$ cat src/rtl/psg_pkg.sv
// ----------------------------------------------------------------------------
// psg_pkg
// Shared types and constants of the per-user segmenter: field widths,
// operation codes and the request payloads of both channels.
// ----------------------------------------------------------------------------
package psg_pkg;

  localparam int unsigned USER_W = 4;
  localparam int unsigned BYTE_W = 8;
  localparam int unsigned SEQ_W  = 16;
  localparam int unsigned POS_W  = 4;

  typedef enum logic {
    OP_APPEND = 1'b0,
    OP_FLUSH  = 1'b1
  } psg_op_e;

  typedef struct packed {
    psg_op_e             operation;
    logic [USER_W-1:0]   user;
    logic [BYTE_W-1:0]   data_byte;
  } psg_in_t;

  typedef struct packed {
    logic [USER_W-1:0]   out_user;
    logic [SEQ_W-1:0]    sequence_number;
    logic [BYTE_W-1:0]   out_byte;
    logic [POS_W-1:0]    position;
    logic                last;
  } psg_out_t;

endpackage

$ cat src/rtl/psg_meta_store.sv
// ----------------------------------------------------------------------------
// psg_meta_store
// Per-user metadata memory holding the fill count and the sequence number.
// One synchronous read port and one write port; entries that have never
// been written read as zero through a valid bit per entry.
// ----------------------------------------------------------------------------
module psg_meta_store import psg_pkg::*; #(
  parameter int unsigned MAX_USERS = 8,
  parameter int unsigned FILL_W    = 5,
  localparam int unsigned SLOT_W   = (MAX_USERS > 1) ? $clog2(MAX_USERS) : 1
) (
  input  logic                  clk_i,
  input  logic                  rst_ni,
  input  logic                  rd_en_i,
  input  logic [SLOT_W-1:0]     rd_slot_i,
  output logic [FILL_W-1:0]     rd_fill_o,
  output logic [SEQ_W-1:0]      rd_seq_o,
  input  logic                  wr_en_i,
  input  logic [SLOT_W-1:0]     wr_slot_i,
  input  logic [FILL_W-1:0]     wr_fill_i,
  input  logic [SEQ_W-1:0]      wr_seq_i
);

  logic [FILL_W-1:0]    fill_mem [MAX_USERS];
  logic [SEQ_W-1:0]     seq_mem  [MAX_USERS];
  logic [MAX_USERS-1:0] vld_q;
  logic [FILL_W-1:0]    fill_rd_q;
  logic [SEQ_W-1:0]     seq_rd_q;
  logic                 vld_rd_q;

  always_ff @(posedge clk_i or negedge rst_ni) begin
    if (!rst_ni) begin
      vld_q <= '0;
    end else if (wr_en_i) begin
      vld_q[wr_slot_i] <= 1'b1;
    end
  end

  always_ff @(posedge clk_i) begin
    if (wr_en_i) begin
      fill_mem[wr_slot_i] <= wr_fill_i;
      seq_mem[wr_slot_i]  <= wr_seq_i;
    end
    if (rd_en_i) begin
      fill_rd_q <= fill_mem[rd_slot_i];
      seq_rd_q  <= seq_mem[rd_slot_i];
      vld_rd_q  <= vld_q[rd_slot_i];
    end
  end

  // An entry that has not been written since reset reads as zero.
  assign rd_fill_o = vld_rd_q ? fill_rd_q : '0;
  assign rd_seq_o  = vld_rd_q ? seq_rd_q  : '0;

endmodule

$ cat config.mk
export PLATFORM = sky130hd
export DESIGN_NAME = psg_meta_store
export DESIGN_NICKNAME = d
export VERILOG_FILES = /design/src/rtl/psg_pkg.sv /design/src/rtl/psg_meta_store.sv
export SDC_FILE = /design/constraint.sdc
export NUM_CORES = 1
export LEC_CHECK = 0
export BUFFER_PORTS_ARGS = -buffer_cell sky130_fd_sc_hd__buf_4
export CAP_MARGIN = 20
export CORE_ASPECT_RATIO = 1.25
export CORE_UTILIZATION = 64
export DETAILED_ROUTE_END_ITERATION = 6
export HOLD_SLACK_MARGIN = 0.06
export PLACE_DENSITY = 0.84
export SETUP_SLACK_MARGIN = 0.02
export SLEW_MARGIN = 20
export SYNTH_ARGS = -nofsm -noshare
export SYNTH_HDL_FRONTEND = slang
export SYNTH_SLANG_ARGS = --single-unit
$ cat constraint.sdc
create_clock -name clk_i -period 2.9 [get_ports clk_i]
set_clock_uncertainty 0.1 [all_clocks]
set_input_delay 0.435 -clock clk_i [delete_from_list [all_inputs] [get_ports clk_i]]
set_output_delay 0.435 -clock clk_i [all_outputs]
set_load 0.01 [all_outputs]
==> impl_metrics.yaml <==
global_route:
  antenna_found_initial: 0
  grt_pass1_vias: 3660
  globalRouteTotalUtil_pct: 24.7
  grt_pass1_wl_um: 21000
  grt-ovfl-total: 0
  grt_max_degree: 45
layout:
  diodes: 0
  finalNetCount: 421
  drive_gt1_share_pct: 33.1
  utilization_pct: 76.7
  design_area_um2: 8910
  fillCellCount: 587
  area_delta_synth_final_pct: 16.4
logic_synthesis:
  yosys_warnings: 0
  synth_edf_count: 190
  synthMuxAreaShare_pct: 18.0
  synth_top_family_by_area: "multiplexers"
  synthTopCellsByCount: "edfxtp_1, mux4_1, mux2_2"
  syn_inst: 323
  synth-simple-area-share_pct: 2.78
  synth_fp_nets: 354
  syn-cell-area_um2: 7660
  synth_compound_area_share_pct: 0.621
  synth.most_common_cell: "edfxtp_1"
  synth_xor_area_share_pct: 0
  async_flop_share_pct: 4.04
  synth_seq_cells: 198
  synth_area_leaders: "edfxtp_1, mux4_1, mux2_2, dfrtp_1, mux4_2"
  seq_area_frac_synth_pct: 77.1
  synth_largest_area_cell: "edfxtp_1"
  synthAdderAreaFrac_pct: 0
  synth_top_area_share_pct: 74.5
  synth-main-ff-cell: "edfxtp_1"
  syn_avg_cell_area_um2: 23.7
  ys_types: 20
power:
  seqPwrFrac_pct: 55.3
  powerDensity_nw_per_um2: 666
  p_sw_share_pct: 20.6
  ir_worst_vdd_uv: 374
  p_leak_nw: 3.06
  p_sw_w: 0.00122
  p_clk_share_pct: 38.4
  pwr-share-comb_pct: 6.3
  p_int_w: 0.00472
route:
  drtPass1Iterations: 6
  antenna_left: 0
  drcViolationCount: 0
  wl_per_cell_um: 24.7
  drtIter0Drc: 310
  via_count: 3493
  routed_wl_um: 13900
  vias_per_cell: 6.20
hold_path:
  min_path_type: "input port to flop"
floorplan:
  fp.dieArea_um2: 12400
  start_util_pct: 66.0
  chipHeight_um: 124
  die_w_um: 99.9
  ios: 52
  core_area_um2: 11600
  row_count: 44
place:
  gp_congestion: 0.729
  port-buffer-count: 51
  dp_hpwl_um: 7590
  place_area_um2: 8330
critical_path:
  crit_type: "flop to output port"
  cp_slowest_cell: "edfxtp_1"
  cp_top_family: "flip-flops"
  critPathMaxStageDelay_ns: 0.82
  worstSetupStartpointType: "flop"
  worstPathRequired_ns: 2.37
  cp.arrival_ns: 1.66
  critPathBufInv: 1
  critPathMaxFanout: 21
  cp-end-kind: "output port"
  path_cells: "and2_1 -> buf_4"
timing:
  slew_headroom_pct: 51.5
  period_share_pct: 75.6
  finalHoldViolCount: 0
  setup_viol: 0
  hold_ws_ns: 0.140
  fmax_mhz: 456
  slew_violations: 0
  rsz0062_at_grt: "no"
  tightest_slew_ns: 0.728
  layout_min_cycle_time_ns: 2.19
clock_network:
  cts-buffers-inserted: 17
  cts_sinks: 198
  root_buffer: "clkbuf_16"
  clockBufferDepth: 2
  clkSlewWorstSetupHoldPaths_ns: 0.07
  cts_tree: "yes"
  clock_latency_ns: 0.43
  ctsHtreeMaxLevel: 4
flow_run:
  maxCapViolCount: 0
outcome:
  outcome: "completed"
==> routing by layer <==
| layer | vias up | routed length [um] | global-route usage, % |
|---|---|---|---|
| li1 | 1509 | - | - |
| met1 | 1808 | 5450 | 32.6 |
| met2 | 159 | 7260 | 38.9 |
| met3 | 17 | 968 | 6.85 |
| met4 | 0 | 251 | 10.6 |
| met5 | - | 0 | 0 |
==> cell families (layout without fill, tap and decap cells) <==
kind of cell           Yosys count  count (layout)
DFF                            198             198
and+or+nand+nor                 34              34
buffers and inverters           20              99
AOI/OAI and AO/OA                5               5
muxes                           66              66
==> final timing paths <==
| kind | start | endpoint | slack, ns | cells past startpoint |
|---|---|---|---|---|
| max reg2reg | seq_mem[1][14]$_DFFE_PP_ | seq_rd_q[14]$_DFFE_PP_ | 1.33 | 2 |
| max in group asynchronous | rst_ni | vld_q[7]$_DFFE_PN0P_ | 2.31 | 2 |
| min reg2reg | vld_q[5]$_DFFE_PN0P_ | vld_q[5]$_DFFE_PN0P_ | 0.36 | 1 |
| max | vld_rd_q$_DFFE_PP_ | rd_fill_o[4] | 0.71 | 2 |
| min | wr_seq_i[0] | seq_mem[5][0]$_DFFE_PP_ | 0.14 | 1 |
| min in group asynchronous | rst_ni | vld_q[5]$_DFFE_PN0P_ | 0.26 | 2 |
==> power groups by stage <==
stage	Sequential [W]	Combinational (W)	Clock [W]
2_1_floorplan	0.00333	0.000207	0
3_3_place_gp	0.00334	0.000358	0
3_5_place_dp	0.00335	0.000370	0
4_1_cts	0.00329	0.000378	0.00231
5_1_grt	0.00329	0.000398	0.00242
6_report	0.00329	0.000373	0.00228
==> registers in the layout, summed over array words and instances (netlist names) <==
name / flops
seq_rd_q: 16
vld_q: 8
seq_mem: 128
fill_rd_q: 5
vld_rd_q: 1
fill_mem: 40
==> per-stage QoR <==
| stage | TNS, ns | cells | setup WS (ns) | power, W |
|---|---|---|---|---|
| after floorplan | -21.28 | 323 | -0.487 | 0.00354 |
| after global placement | 0 | 531 | 0.672 | 0.00370 |
| after detailed placement | 0 | 531 | 0.622 | 0.00372 |
| after CTS | 0 | 563 | 0.637 | 0.00598 |
| after global routing | 0 | 563 | 0.609 | 0.00611 |
| final | 0 | 563 | 0.708 | 0.00594 |
==> what timing repair did <==
item,in CTS,in global routing
buffers inserted,0,0
hold endpoints to repair,8,0
hold buffers,1,0
gates resized for setup,0,0
==> cells in the final DEF (no fill, tap or decap), drive strengths merged <==
| cell type | synthesis | routed |
|---|---|---|
| a41o | 4 | 4 |
| nor3b | 1 | 1 |
| clkbuf | 9 | 17 |
| nor2 | 1 | 1 |
| buf | 8 | 64 |
| clkinv | 0 | 7 |
| mux4 | 44 | 44 |
| nor3 | 3 | 3 |
| edfxtp | 190 | 190 |
| dfrtp | 8 | 8 |
| and2 | 21 | 21 |
| clkinvlp | 0 | 2 |
| dlygate4sd3 | 0 | 1 |
| mux2 | 22 | 22 |
| o21bai | 1 | 1 |
| inv | 3 | 6 |
| nand2 | 2 | 2 |
| bufinv | 0 | 2 |
| nor4b | 1 | 1 |
| or2 | 3 | 3 |
| nor4bb | 2 | 2 |
==> layout make-up <==
cell class,count,area (um^2),area share [%]
timing repair buffer,65,503,5.64
inverter,3,11.3,0.126
sequential,198,5910,66.2
tap,161,201,2.26
clock inverter,14,153,1.71
multi-input combinational,105,1720,19.2
clock buffer,17,425,4.77
No activity file was read; power rests on OpenSTA's default activity.
